==> src/fbpa_pkg.sv <==
package fbpa_pkg;

    localparam int FREE_STACK_DEPTH = 4096;
    localparam int FS_AW            = $clog2(FREE_STACK_DEPTH);
    localparam int FC_W             = FS_AW + 1;
    localparam int MAX_CHUNKS       = 64;
    localparam int CT_AW            = $clog2(MAX_CHUNKS);
    localparam int CC_W             = CT_AW + 1;
    localparam int ADDR_BITS        = 32;

    localparam int OBJ_W   = 17;
    localparam int CHUNK_W = 21;
    localparam int ARENA_W = 31;
    localparam int BLK_W   = 18;
    localparam int CFG_IW  = 8;
    localparam int CFG_DW  = 32;

    // Divider operands are in units of 64 bytes.
    localparam int DIVD_W = CHUNK_W - 6;
    localparam int DIVS_W = BLK_W - 6;

    localparam logic [OBJ_W-1:0]   OBJ_RST   = 17'd64;
    localparam logic [CHUNK_W-1:0] CHUNK_RST = 21'd65536;
    localparam logic [ARENA_W-1:0] ARENA_RST = 31'd419430400;
    localparam logic [31:0]        BASE_RST  = 32'd268435456;
    localparam logic [CHUNK_W-1:0] TAIL_BYTES = 21'd64;

    typedef enum logic [CFG_IW-1:0] {
        REG_OBJECT_BYTES = 8'd0,
        REG_CHUNK_BYTES  = 8'd1,
        REG_ARENA_BYTES  = 8'd2,
        REG_ARENA_BASE   = 8'd3
    } cfg_reg_t;

    typedef enum logic [2:0] {
        ST_OK        = 3'd0,
        ST_OOM       = 3'd1,
        ST_TOO_LARGE = 3'd2,
        ST_IGNORED   = 3'd3,
        ST_DROPPED   = 3'd4
    } status_t;

    typedef enum logic [1:0] {
        SRC_ZERO  = 2'd0,
        SRC_STACK = 2'd1,
        SRC_HOLD  = 2'd2,
        SRC_ADDR  = 2'd3
    } src_t;

    typedef struct packed {
        logic    load_in;
        logic    pop;
        logic    push;
        logic    scan_clr;
        logic    scan_inc;
        logic    ct_rd;
        logic    div_start;
        logic    div_free;
        logic    grow_commit;
        logic    alloc_fresh;
        logic    out_load;
        status_t out_status;
        src_t    out_src;
    } dp_cmd_t;

    typedef struct packed {
        logic is_free;
        logic addr_zero;
        logic stack_empty;
        logic stack_full;
        logic fresh_empty;
        logic too_large;
        logic oom;
        logic scan_end;
        logic hit_cand;
        logic div_done;
        logic rem_zero;
    } dp_stat_t;

endpackage

==> src/fbpa_ctrl.sv <==
module fbpa_ctrl
    import fbpa_pkg::*;
(
    input  logic     clk,
    input  logic     rst_n,
    input  logic     in_valid,
    output logic     in_ready,
    output logic     out_valid,
    input  logic     out_ready,
    input  dp_stat_t stat,
    output dp_cmd_t  cmd
);

    typedef enum logic [7:0] {
        S_IDLE     = 8'b0000_0001,
        S_DISPATCH = 8'b0000_0010,
        S_GROW_DIV = 8'b0000_0100,
        S_ALLOC    = 8'b0000_1000,
        S_FREE_RD  = 8'b0001_0000,
        S_FREE_CHK = 8'b0010_0000,
        S_FREE_DIV = 8'b0100_0000,
        S_FINISH   = 8'b1000_0000
    } state_t;

    state_t  state_reg, state_next;
    status_t st_reg, st_next;
    src_t    src_reg, src_next;
    logic    out_valid_reg, out_valid_next;
    logic    out_free;

    assign out_free = !out_valid_reg || out_ready;
    assign in_ready = state_reg == S_IDLE;

    always_comb
    begin
        state_next     = state_reg;
        st_next        = st_reg;
        src_next       = src_reg;
        out_valid_next = out_valid_reg && !out_ready;
        cmd            = '0;
        cmd.out_status = st_reg;
        cmd.out_src    = src_reg;
        unique case (state_reg)
            S_IDLE:
            begin
                if (in_valid)
                begin
                    cmd.load_in = 1'b1;
                    state_next  = S_DISPATCH;
                end
            end
            S_DISPATCH:
            begin
                if (stat.is_free)
                begin
                    src_next = SRC_ADDR;
                    if (stat.addr_zero)
                    begin
                        st_next    = ST_IGNORED;
                        state_next = S_FINISH;
                    end
                    else
                    begin
                        cmd.scan_clr = 1'b1;
                        state_next   = S_FREE_RD;
                    end
                end
                else if (!stat.stack_empty)
                begin
                    cmd.pop    = 1'b1;
                    st_next    = ST_OK;
                    src_next   = SRC_STACK;
                    state_next = S_FINISH;
                end
                else if (!stat.fresh_empty)
                begin
                    state_next = S_ALLOC;
                end
                else if (stat.too_large)
                begin
                    st_next    = ST_TOO_LARGE;
                    src_next   = SRC_ZERO;
                    state_next = S_FINISH;
                end
                else if (stat.oom)
                begin
                    st_next    = ST_OOM;
                    src_next   = SRC_ZERO;
                    state_next = S_FINISH;
                end
                else
                begin
                    cmd.div_start = 1'b1;
                    state_next    = S_GROW_DIV;
                end
            end
            S_GROW_DIV:
            begin
                if (stat.div_done)
                begin
                    cmd.grow_commit = 1'b1;
                    state_next      = S_ALLOC;
                end
            end
            S_ALLOC:
            begin
                cmd.alloc_fresh = 1'b1;
                st_next         = ST_OK;
                src_next        = SRC_HOLD;
                state_next      = S_FINISH;
            end
            S_FREE_RD:
            begin
                if (stat.scan_end)
                begin
                    st_next    = ST_IGNORED;
                    state_next = S_FINISH;
                end
                else
                begin
                    cmd.ct_rd  = 1'b1;
                    state_next = S_FREE_CHK;
                end
            end
            S_FREE_CHK:
            begin
                if (stat.hit_cand)
                begin
                    cmd.div_start = 1'b1;
                    cmd.div_free  = 1'b1;
                    state_next    = S_FREE_DIV;
                end
                else
                begin
                    cmd.scan_inc = 1'b1;
                    state_next   = S_FREE_RD;
                end
            end
            S_FREE_DIV:
            begin
                if (stat.div_done)
                begin
                    if (!stat.rem_zero)
                    begin
                        cmd.scan_inc = 1'b1;
                        state_next   = S_FREE_RD;
                    end
                    else if (stat.stack_full)
                    begin
                        st_next    = ST_DROPPED;
                        state_next = S_FINISH;
                    end
                    else
                    begin
                        cmd.push   = 1'b1;
                        st_next    = ST_OK;
                        state_next = S_FINISH;
                    end
                end
            end
            S_FINISH:
            begin
                if (out_free)
                begin
                    cmd.out_load   = 1'b1;
                    out_valid_next = 1'b1;
                    state_next     = S_IDLE;
                end
            end
            default:
            begin
                state_next = S_IDLE;
            end
        endcase
    end

    always_ff @(posedge clk or negedge rst_n)
    begin
        if (!rst_n)
        begin
            state_reg     <= S_IDLE;
            st_reg        <= ST_OK;
            src_reg       <= SRC_ZERO;
            out_valid_reg <= 1'b0;
        end
        else
        begin
            state_reg     <= state_next;
            st_reg        <= st_next;
            src_reg       <= src_next;
            out_valid_reg <= out_valid_next;
        end
    end

    assign out_valid = out_valid_reg;

    a_load_when_free: assert property (@(posedge clk) disable iff (!rst_n)
        cmd.out_load |-> out_free)
        else $error("result register overwritten");

    a_valid_after_load: assert property (@(posedge clk) disable iff (!rst_n)
        cmd.out_load |=> out_valid)
        else $error("loaded word not presented");

    a_accept_idle: assert property (@(posedge clk) disable iff (!rst_n)
        cmd.load_in |=> state_reg == S_DISPATCH)
        else $error("accepted word not dispatched");

endmodule

==> config.mk <==
export PLATFORM = sky130hd
export DESIGN_NAME = fbpa_ctrl
export DESIGN_NICKNAME = d
export VERILOG_FILES = /design/src/fbpa_pkg.sv /design/src/fbpa_ctrl.sv
export SDC_FILE = /design/constraint.sdc
export NUM_CORES = 1
export LEC_CHECK = 0
export BUFFER_PORTS_ARGS = -buffer_cell sky130_fd_sc_hd__buf_2
export CORE_ASPECT_RATIO = 1.4
export CORE_MARGIN = 2
export CORE_UTILIZATION = 35
export CTS_CLUSTER_SIZE = 12
export DETAILED_ROUTE_END_ITERATION = 10
export PLACE_DENSITY = 0.57
export SLEW_MARGIN = 15
export SYNTH_ARGS = -nofsm -noshare
export SYNTH_HDL_FRONTEND = slang
export SYNTH_SLANG_ARGS = --single-unit
==> constraint.sdc <==
create_clock -name clk -period 2.2 [get_ports clk]
set_clock_uncertainty 0.05 [all_clocks]
set_input_delay 0.22 -clock clk [delete_from_list [all_inputs] [get_ports clk]]
set_output_delay 0.22 -clock clk [all_outputs]
set_load 0.005 [all_outputs]
==> run metrics, run 1 <==
Fmax ~0.48 GHz; largest net degree at the start of global routing 15; detailed placer's ending HPWL between 2000 and 2500 um; Yosys top cell area share 30.9%; Area after DPL 0.00123 mm^2; GRT Util Overall 17.2%; Net Switching approximately 0.00047 W; Yosys top cell by area dfrtp_1; critical path type flop to flop; drc violations 0; clock sink count 14; MaxCap Viol Count 0; CTS tree built; vias in the first global route slightly below 1000; routed len/inst between 10 and 15 um; DP Cell Count between 150 and 200; reg2reg path depth 5; GPL Wtd Cong between 0.8 and 0.9; Gate power share a little under half; most frequent cells in the layout 32 x buf_2, 14 x nor2_1, 13 x dfrtp_1; part of the power in registers 33.3%; DRT Pass-1 Iters 4; CP Data Arrival Time 2.18 ns; Netlist cell types 39; ANT nets after route 0; reg2reg start state_reg[3]$_DFFE_PN0P_; DIE HEIGHT 68.9 um; Hold EP state_reg[5]$_DFFE_PN0P_; initial drt markers 39; final slew viol count 0; Synthesis Warnings 0; max FFs per register 8; RSZ-0062 raised after global routing false; final setup margin 0.100 ns; CP Max Fanout 10; VDD IR-drop max ~0.00044 V; Vias 1007; commonest non-fill, non-tap cell in the layout buf_2; share of cells above drive strength 1 between 30 and 40%; first-pass GRT wire length approximately 4500 um; area growth from synthesis to layout 25.2%; Rows 23; IO Port Bufs 32; synth top area cells dfrtp_1 31%, nor4_4 6.1%, nor2_1 5.0%, o21ai_0 3.3%, buf_6 3.2%; Setup crit start kind flop; hold wc startpoint stat[3]; Slew headroom between 60% and 70%; initial antenna violation count 0; RR Endpoint st_reg[0]$_DFFE_PN0P_; Tmin final 2.10 ns; Mapped Cells between 100 and 150; Clk pwr share roughly a fifth; total congestion overflow 0; P per Cell Area 949 mW/mm^2; HP Class input port to flop; maximum root-to-sink buffer count 2; CP endpoint kind flop; core area 0.00288 mm^2; final setup violation count 0; TritonCTS Buffers 3; net total in the final layout approximately 160; number of synthesized register bits 14; final instance area roughly 0.0013 mm^2; Pint 0.000782 W; Fin. Hold Viols 0; clock slew at reported path FFs about 0.07 ns; fin crit share 95.4%; leading register cell type out of synthesis dfrtp_1; IO Count 33; Critical Path RT approximately 2.3 ns; die area 0.00347 mm^2; CTS root buf clkbuf_8; Switching Fraction a little under two fifths; leakage power roughly 0.64 nW; number of vias per cell 5.44; Post-Route WL between 2000 and 3000 um; Avg Cell Area, Syn approximately 9.3 um^2; antenna cells 0; Reg2Reg Setup Slack roughly 0.1 ns; worst slew pin tran ~0.45 ns; cell area after technology mapping 0.00105 mm^2; Placement Setup Slack approximately 0.092 ns; number of cells on the worst hold path 2; Post-synth EDFFs 0; FFs w/ async S/R, synth 100%; Post-Route Setup TNS 0 ns; Die X ~50 um; CTS H-tree depth 1; Initial Utilization a little over a third; status finished, final reports clean; Worst-Skew Late Latency about 0.25 ns; Syn Nets around 130; non-filler cells in the finished layout around 190; sequential area share after synthesis between 30% and 40%
cells in the mapped netlist, drive strengths merged, types with 4 or more instances:
cell and number:
nor2 14, dfrtp 13, nand2 8, o21ai 7
buf 6, nor2b 6, nor3 6, inv 5
nand2b 4, nand3 4, nand4b 4
per-layer routing:
metal  vias to the layer above  GRT usage [%]  part of all wire [%]
met5                         -              0                     0
li1                        478              -                     -
met3                        11           3.23                   5.7
met1                       478           20.5                    41
met2                        40           29.3                    50
met4                         0           9.80                   3.2
worst max-delay path, stage by stage, from the launching register on:
cell	delay [ns]
dfrtp_1	0.62
xor2_1	0.20
and4b_1	0.31
nor2b_4	0.07
nor4_4	0.39
mux2_4	0.34
metrics by stage:
| step | utilization [%] | hold slack [ns] | power [W] |
|---|---|---|---|
| 2_1_floorplan | - | -0.126 | 0.000753 |
| 3_3_place_gp | 42.8 | 0.0923 | 0.000941 |
| 3_5_place_dp | 42.8 | 0.0957 | 0.000954 |
| 4_1_cts | 45.1 | 0.106 | 0.00122 |
| 5_1_grt | 45.8 | 0.151 | 0.00132 |
| 6_report | 45.8 | 0.121 | 0.00125 |
how the worst max path moves through the flow:
stage / cells after the start / endpoint / start / slack [ns]
after floorplan: 6 / st_reg[0]$_DFFE_PN0P_ / state_reg[4]$_DFFE_PN0P_ / 0.33
after global placement: 5 / st_reg[0]$_DFFE_PN0P_ / state_reg[3]$_DFFE_PN0P_ / 0.14
after detailed placement: 5 / st_reg[0]$_DFFE_PN0P_ / state_reg[3]$_DFFE_PN0P_ / 0.09
after CTS: 5 / cmd[13] / state_reg[5]$_DFFE_PN0P_ / 0.05
after global routing: 5 / st_reg[0]$_DFFE_PN0P_ / state_reg[3]$_DFFE_PN0P_ / 0.01
final: 5 / st_reg[0]$_DFFE_PN0P_ / state_reg[3]$_DFFE_PN0P_ / 0.10
area by class of cell:
cell class                      count  area (um^2)
Fill cell                         297         1560
Multi-Input combinational cell     88          646
Sequential cell                    14          352
Timing Repair Buffer               37          200
Clock buffer                        4         55.1
Tap cell                           37         46.3
Inverter                            5         18.8
cell families after synthesis:
logic type | count (synthesis) | synth area share, %
AOI/OAI and AO/OA | 21 | 13.7
and+or+nand+nor | 60 | 39.1
xor gates and xnor gates | 3 | 2.50
muxes | 4 | 4.88
DFF | 14 | 33.4
buffers and inverters | 11 | 6.42
repair_timing:
action / in CTS / in global routing
endpoints found under the setup margin: 0 / 5
buffers inserted: 0 / 1
resized for setup: 0 / 2
hold buffers: 1 / 0
endpoints found under the hold margin: 13 / 0
power groups by stage:
stage	Combinational, W	Clock [W]	Sequential, W
6_report	0.000570	0.000264	0.000416
5_1_grt	0.000624	0.000273	0.000426
4_1_cts	0.000544	0.000262	0.000413
3_5_place_dp	0.000538	0	0.000416
3_3_place_gp	0.000528	0	0.000413
2_1_floorplan	0.000358	0	0.000395
No activity file was read; power rests on OpenSTA's default activity.
==> inputs of run 2 (changes only) <==
--- a/config.mk
+++ b/config.mk
@@ -11,7 +11,7 @@
 export CORE_UTILIZATION = 35
 export CTS_CLUSTER_SIZE = 12
 export DETAILED_ROUTE_END_ITERATION = 10
-export PLACE_DENSITY = 0.57
+export PLACE_DENSITY = 0.68
 export SLEW_MARGIN = 15
 export SYNTH_ARGS = -nofsm -noshare
 export SYNTH_HDL_FRONTEND = slang
==> run 2 against run 1 <==
  * Total power down 5.2%
  * Flip-flop and latch count stayed put
  * Worst setup slack worse by 0.029 ns
  * Combinational power is 3% lower
  * Wire length grew 0.15%
  * Global-route usage grew 0.48 points
  * Sequential share of layout area rose by 0.49 points
  * Utilization fell by 0.83 points
  * Final area decreased by 1.8%
  * Non-clock buffer count is 2 lower
  * First-iteration DRC count rose by 31%
  * Via count is 0.40% higher
==> run metrics, run 2 (same netlist as run 1, synthesis figures left out) <==
CTS root buf clkbuf_8; die area 0.00347 mm^2 (unchanged); P per Cell Area 916 mW/mm^2 (-3.4%); CP Data Arrival Time 1.86 ns (-0.32 ns); leakage power 0.625 nW (-2.6%); first-pass GRT wire length 4550 um (+0.46%); routed len/inst 15.1 um (+1.2%); share of cells above drive strength 1 35.6% (-0.87 points); CTS H-tree depth 1 (unchanged); worst slew pin tran 0.441 ns (-0.00903 ns); ANT nets after route 0 (unchanged); total congestion overflow 0 (unchanged); Die X 50.3 um (unchanged); Placement Setup Slack 0.126 ns (+0.0338 ns); DRT Pass-1 Iters 4 (unchanged); vias in the first global route 974 (-1.0%); VDD IR-drop max 0.000529 V (+20%); fin crit share 96.8% (+1.3 points); final slew viol count 0 (unchanged); final setup violation count 0 (unchanged); detailed placer's ending HPWL 2090 um (-2.1%); most frequent cells in the layout 32 x buf_2, 14 x nor2_1, 13 x dfrtp_1; Vias 1011 (+0.40%); Initial Utilization 36.6% (unchanged); HP Class input port to flop; area growth from synthesis to layout 22.9%; max FFs per register 8 (unchanged); Rows 23 (unchanged); drc violations 0 (unchanged); IO Port Bufs 32 (unchanged); number of cells on the worst hold path 2 (unchanged); Worst-Skew Late Latency 0.25 ns (about the same); GPL Wtd Cong 0.933 (+10%); TritonCTS Buffers 3 (unchanged); core area 0.00288 mm^2 (unchanged); Critical Path RT 1.93 ns (-0.35 ns); initial antenna violation count 0 (unchanged); DP Cell Count 178 (-0.56%); RSZ-0062 raised after global routing false; final setup margin 0.0709 ns (-0.0293 ns); number of vias per cell 5.52 (+1.5%); Post-Route WL 2760 um (+0.15%); Fmax 0.470 GHz (-1.4%); reg2reg path depth 5 (unchanged); CP Max Fanout 7 (-3); net total in the final layout 162 (-1.2%); initial drt markers 51 (+31%); IO Count 33 (unchanged); Area after DPL 0.00122 mm^2 (-0.61%); largest net degree at the start of global routing 15 (unchanged); MaxCap Viol Count 0 (unchanged); non-filler cells in the finished layout 183 (-1.1%); critical path type flop to output port; final design utilization 45.0% (-0.83 points); Setup crit start kind flop; commonest non-fill, non-tap cell in the layout buf_2; CTS tree built; Tmin final 2.13 ns (+0.0293 ns); GRT Util Overall 17.7% (+0.48 points); Fin. Hold Viols 0 (unchanged); clock slew at reported path FFs 0.06 ns (about the same); final instance area 0.00129 mm^2 (-1.8%); DIE HEIGHT 68.9 um (unchanged); Slew headroom 70.6% (+0.60 points); # Post-CTS Setup Buffers 0 (unchanged); clock sink count 14 (unchanged); CP endpoint kind output port; Post-Route Setup TNS 0 ns (unchanged); maximum root-to-sink buffer count 2 (unchanged); status finished, final reports clean; antenna cells 0 (unchanged)
## run 2: cell count changes in the layout (fill, tap and decap cells not counted), sizes merged
cell | before | now
buf | 36 | 34
## run 2: path summary, 6_finish.rpt
check	to	startpoint	slack (ns)
max	cmd[13]	state_reg[4]$_DFFE_PN0P_	0.07
max in group asynchronous	state_reg[0]$_DFFE_PN1P_	rst_n	1.44
max reg2reg	st_reg[1]$_DFFE_PN0P_	state_reg[3]$_DFFE_PN0P_	0.09
min	state_reg[5]$_DFFE_PN0P_	stat[3]	0.11
min reg2reg	src_reg[0]$_DFFE_PN0P_	src_reg[0]$_DFFE_PN0P_	0.44
min in group asynchronous	state_reg[2]$_DFFE_PN0P_	rst_n	0.35
## run 2: metrics by stage
step	hold slack [ns]	total power, W
after floorplan	-0.126	0.000753
after global placement	0.0894	0.000920
after detailed placement	0.0906	0.000933
after CTS	0.101	0.00116
after global routing	0.120	0.00127
final	0.114	0.00119
## run 2: routing by layer
metal | GRT usage [%] | part of all wire [%] | vias up
met5 | 0 | 0 | -
met4 | 10.5 | 3.3 | 0
met3 | 4.09 | 7.1 | 13
met2 | 30.8 | 51 | 51
met1 | 19.8 | 39 | 474
li1 | - | - | 473
## run 2: report_power, final
group          internal, W  total, W  switching [W]  leakage, nW
registers         0.000335  0.000415      0.0000799        0.180
logic             0.000266  0.000551       0.000285        0.423
clock network     0.000128  0.000221      0.0000924       0.0228
total             0.000729   0.00119       0.000457        0.625
## run 2: final cells by class
class,count,area (um^2)
inverter,5,18.8
timing repair buffer,35,185
sequential,14,352
multi-input combinational,88,647
clock buffer,4,45.0
tap,37,46.3
fill,286,1580
## run 2: worst max-delay path, stage by stage, from the launching register on
cell and delay (ns):
dfrtp_1 0.49, nor4_4 0.46, and3_1 0.26, nand2_1 0.08, nor3b_1 0.18, buf_2 0.14
## run 2: repair_timing
action                                  CTS  global route
endpoints found under the setup margin    0             6
hold buffers                              1             0
gates resized for setup                   0             3
hold endpoints to repair                 13             0
==> inputs of run 3 (changes only) <==
--- a/config.mk
+++ b/config.mk
@@ -9,8 +9,10 @@
 export CORE_ASPECT_RATIO = 1.4
 export CORE_MARGIN = 2
 export CORE_UTILIZATION = 35
+export CTS_BUF_LIST = sky130_fd_sc_hd__clkbuf_8
 export CTS_CLUSTER_SIZE = 12
 export DETAILED_ROUTE_END_ITERATION = 10
+export GPL_TIMING_DRIVEN = 0
 export PLACE_DENSITY = 0.68
 export SLEW_MARGIN = 15
 export SYNTH_ARGS = -nofsm -noshare
==> run 3 against run 2 <==
  * Final area up 3.4%
  * Utilization rose by 1.5 points
  * Combinational power decreased by 2%
  * Global-route usage shrank 0.98 points
  * First-iteration DRC count fell by 61%
  * Largest cell class unchanged
  * Final cell count rose by 2.7%
  * Fmax grew 3.2%
  * Critical endpoint is now st_reg[1]$_DFFE_PN0P_
  * Sequential share of layout area down 0.89 points
  * Flip-flop and latch count stayed put
==> run metrics, run 3 (same netlist as run 1, synthesis figures left out) <==
status finished, final reports clean; DP Cell Count 182 (+2.2%); Rows 23 (unchanged); vias in the first global route 960 (-1.4%); share of cells above drive strength 1 37.7% (+2.1 points); Setup crit start kind flop; CTS root buf clkbuf_8; antenna cells 0 (unchanged); DIE HEIGHT 68.9 um (unchanged); reg2reg path depth 6 (+1); ANT nets after route 0 (unchanged); VDD IR-drop max 0.000474 V (-10%); maximum root-to-sink buffer count 2 (unchanged); commonest non-fill, non-tap cell in the layout buf_2; detailed placer's ending HPWL 2010 um (-3.8%); final setup violation count 0 (unchanged); Net Switching 0.000443 W (-3.1%); CP Data Arrival Time 2.15 ns (+0.29 ns); number of vias per cell 5.27 (-4.7%); Fmax 0.485 GHz (+3.2%); Pint 0.000750 W (+2.9%); Initial Utilization 36.6% (unchanged); final design utilization 46.5% (+1.5 points); CP Max Fanout 8 (+1); Clk pwr share 21.8% (+3.2 points); Post-Route Setup TNS 0 ns (unchanged); P per Cell Area 892 mW/mm^2 (-2.7%); core area 0.00288 mm^2 (unchanged); RSZ-0062 raised after global routing false; CTS H-tree depth 1 (unchanged); Vias 990 (-2.1%); non-filler cells in the finished layout 188 (+2.7%); critical path type flop to flop; routed len/inst 13.6 um (-10%); worst slew pin tran 0.427 ns (-0.0147 ns); IO Port Bufs 32 (unchanged); die area 0.00347 mm^2 (unchanged); GRT Util Overall 16.7% (-0.98 points); number of cells on the worst hold path 2 (unchanged); Gate power share 45.1% (-1.3 points); fin crit share 93.8% (-3.0 points); met2 WL 1220 um (-13%); top routing layer used met4; most frequent cells in the layout 35 x buf_2, 14 x nor2_1, 13 x dfrtp_1; net total in the final layout 167 (+3.1%); DRT Pass-1 Iters 4 (unchanged); clock slew at reported path FFs 0.06 ns (about the same); part of the power in registers 33.1% (-1.9 points); final slew viol count 0 (unchanged); Post-Route WL 2550 um (-7.6%); Critical Path RT 2.29 ns (+0.36 ns); Slew headroom 71.3% (+0.76 points); CP endpoint kind flop; met3 WL 95 um (-52%); Worst-Skew Late Latency 0.25 ns (about the same); clock sink count 14 (unchanged); Die X 50.3 um (unchanged); MaxCap Viol Count 0 (unchanged); area growth from synthesis to layout 27.1%; CTS tree built; leakage power 0.662 nW (+5.9%); initial drt markers 20 (-61%); TritonCTS Buffers 3 (unchanged); drc violations 0 (unchanged); initial antenna violation count 0 (unchanged); Fin. Hold Viols 0 (unchanged); total congestion overflow 0 (unchanged); IO Count 33 (unchanged); Switching Fraction 37.1% (-1.4 points); wl on met1 1120 um (+3.9%); Tmin final 2.06 ns (-0.0653 ns); largest net degree at the start of global routing 15 (unchanged); first-pass GRT wire length 4330 um (-4.7%); max FFs per register 8 (unchanged); HP Class input port to flop; GPL Wtd Cong 0.879 (-5.9%)
## run 3: changes by cell type in the layout (fill, tap and decap cells not counted), sizes merged
cell	change
buf	+5
## run 3: worst max-delay path, cell delays in order (launching register included)
cell and delay (ns):
dfrtp_1 0.36, buf_2 0.17, nor3_2 0.34, nand4b_1 0.18
nor2b_4 0.18, nor4_4 0.32, mux2_4 0.34
## run 3: path summary, 6_finish.rpt
kind	startpoint	endpoint	slack [ns]
setup / recovery	state_reg[2]$_DFFE_PN0P_	st_reg[1]$_DFFE_PN0P_	0.14
hold / removal	stat[3]	state_reg[5]$_DFFE_PN0P_	0.12
setup reg to reg	state_reg[2]$_DFFE_PN0P_	st_reg[1]$_DFFE_PN0P_	0.14
hold reg to reg	src_reg[0]$_DFFE_PN0P_	src_reg[0]$_DFFE_PN0P_	0.43
max in group asynchronous	rst_n	state_reg[0]$_DFFE_PN1P_	1.46
min in group asynchronous	rst_n	state_reg[3]$_DFFE_PN0P_	0.35
## run 3: power by group through the flow
stage,clock network [W],registers [W],logic [W]
2_1_floorplan,0,0.000395,0.000358
3_3_place_gp,0,0.000395,0.000521
3_5_place_dp,0,0.000400,0.000523
4_1_cts,0.000266,0.000396,0.000528
5_1_grt,0.000278,0.000407,0.000600
6_report,0.000260,0.000395,0.000538
## run 3: cell type report
type / instances / area (um^2)
Tap cell: 37 / 46.3
Timing Repair Buffer: 34 / 178
Fill cell: 309 / 1540
Inverter: 5 / 18.8
Buffer: 6 / 48.8
Clock buffer: 4 / 55.1
Multi-Input combinational cell: 88 / 639
Sequential cell: 14 / 352
## run 3: routing by layer
layer	GRT usage (%)	vias up
met3	2.80	12
li1	-	487
met2	28.3	32
met1	19.8	459
met5	0	-
met4	10.5	0
## run 3: per-stage QoR
step | area, um^2 | setup WS (ns) | hold WS, ns | total power (W)
global placement | 1260 | 0.123 | 0.0932 | 0.000916
finish | 1340 | 0.136 | 0.117 | 0.00119
CTS | 1320 | 0.0507 | 0.104 | 0.00119
detailed placement | 1260 | 0.0648 | 0.101 | 0.000922
global route | 1340 | 0.0354 | 0.134 | 0.00129
floorplan | 1050 | 0.333 | -0.126 | 0.000753
## run 3: what timing repair did
| action | CTS | global route |
|---|---|---|
| resized for setup | 0 | 1 |
| setup buffers | 0 | 1 |
| endpoints found under the hold margin | 13 | 0 |
| hold buffers | 1 | 0 |
| endpoints found under the setup margin | 0 | 3 |
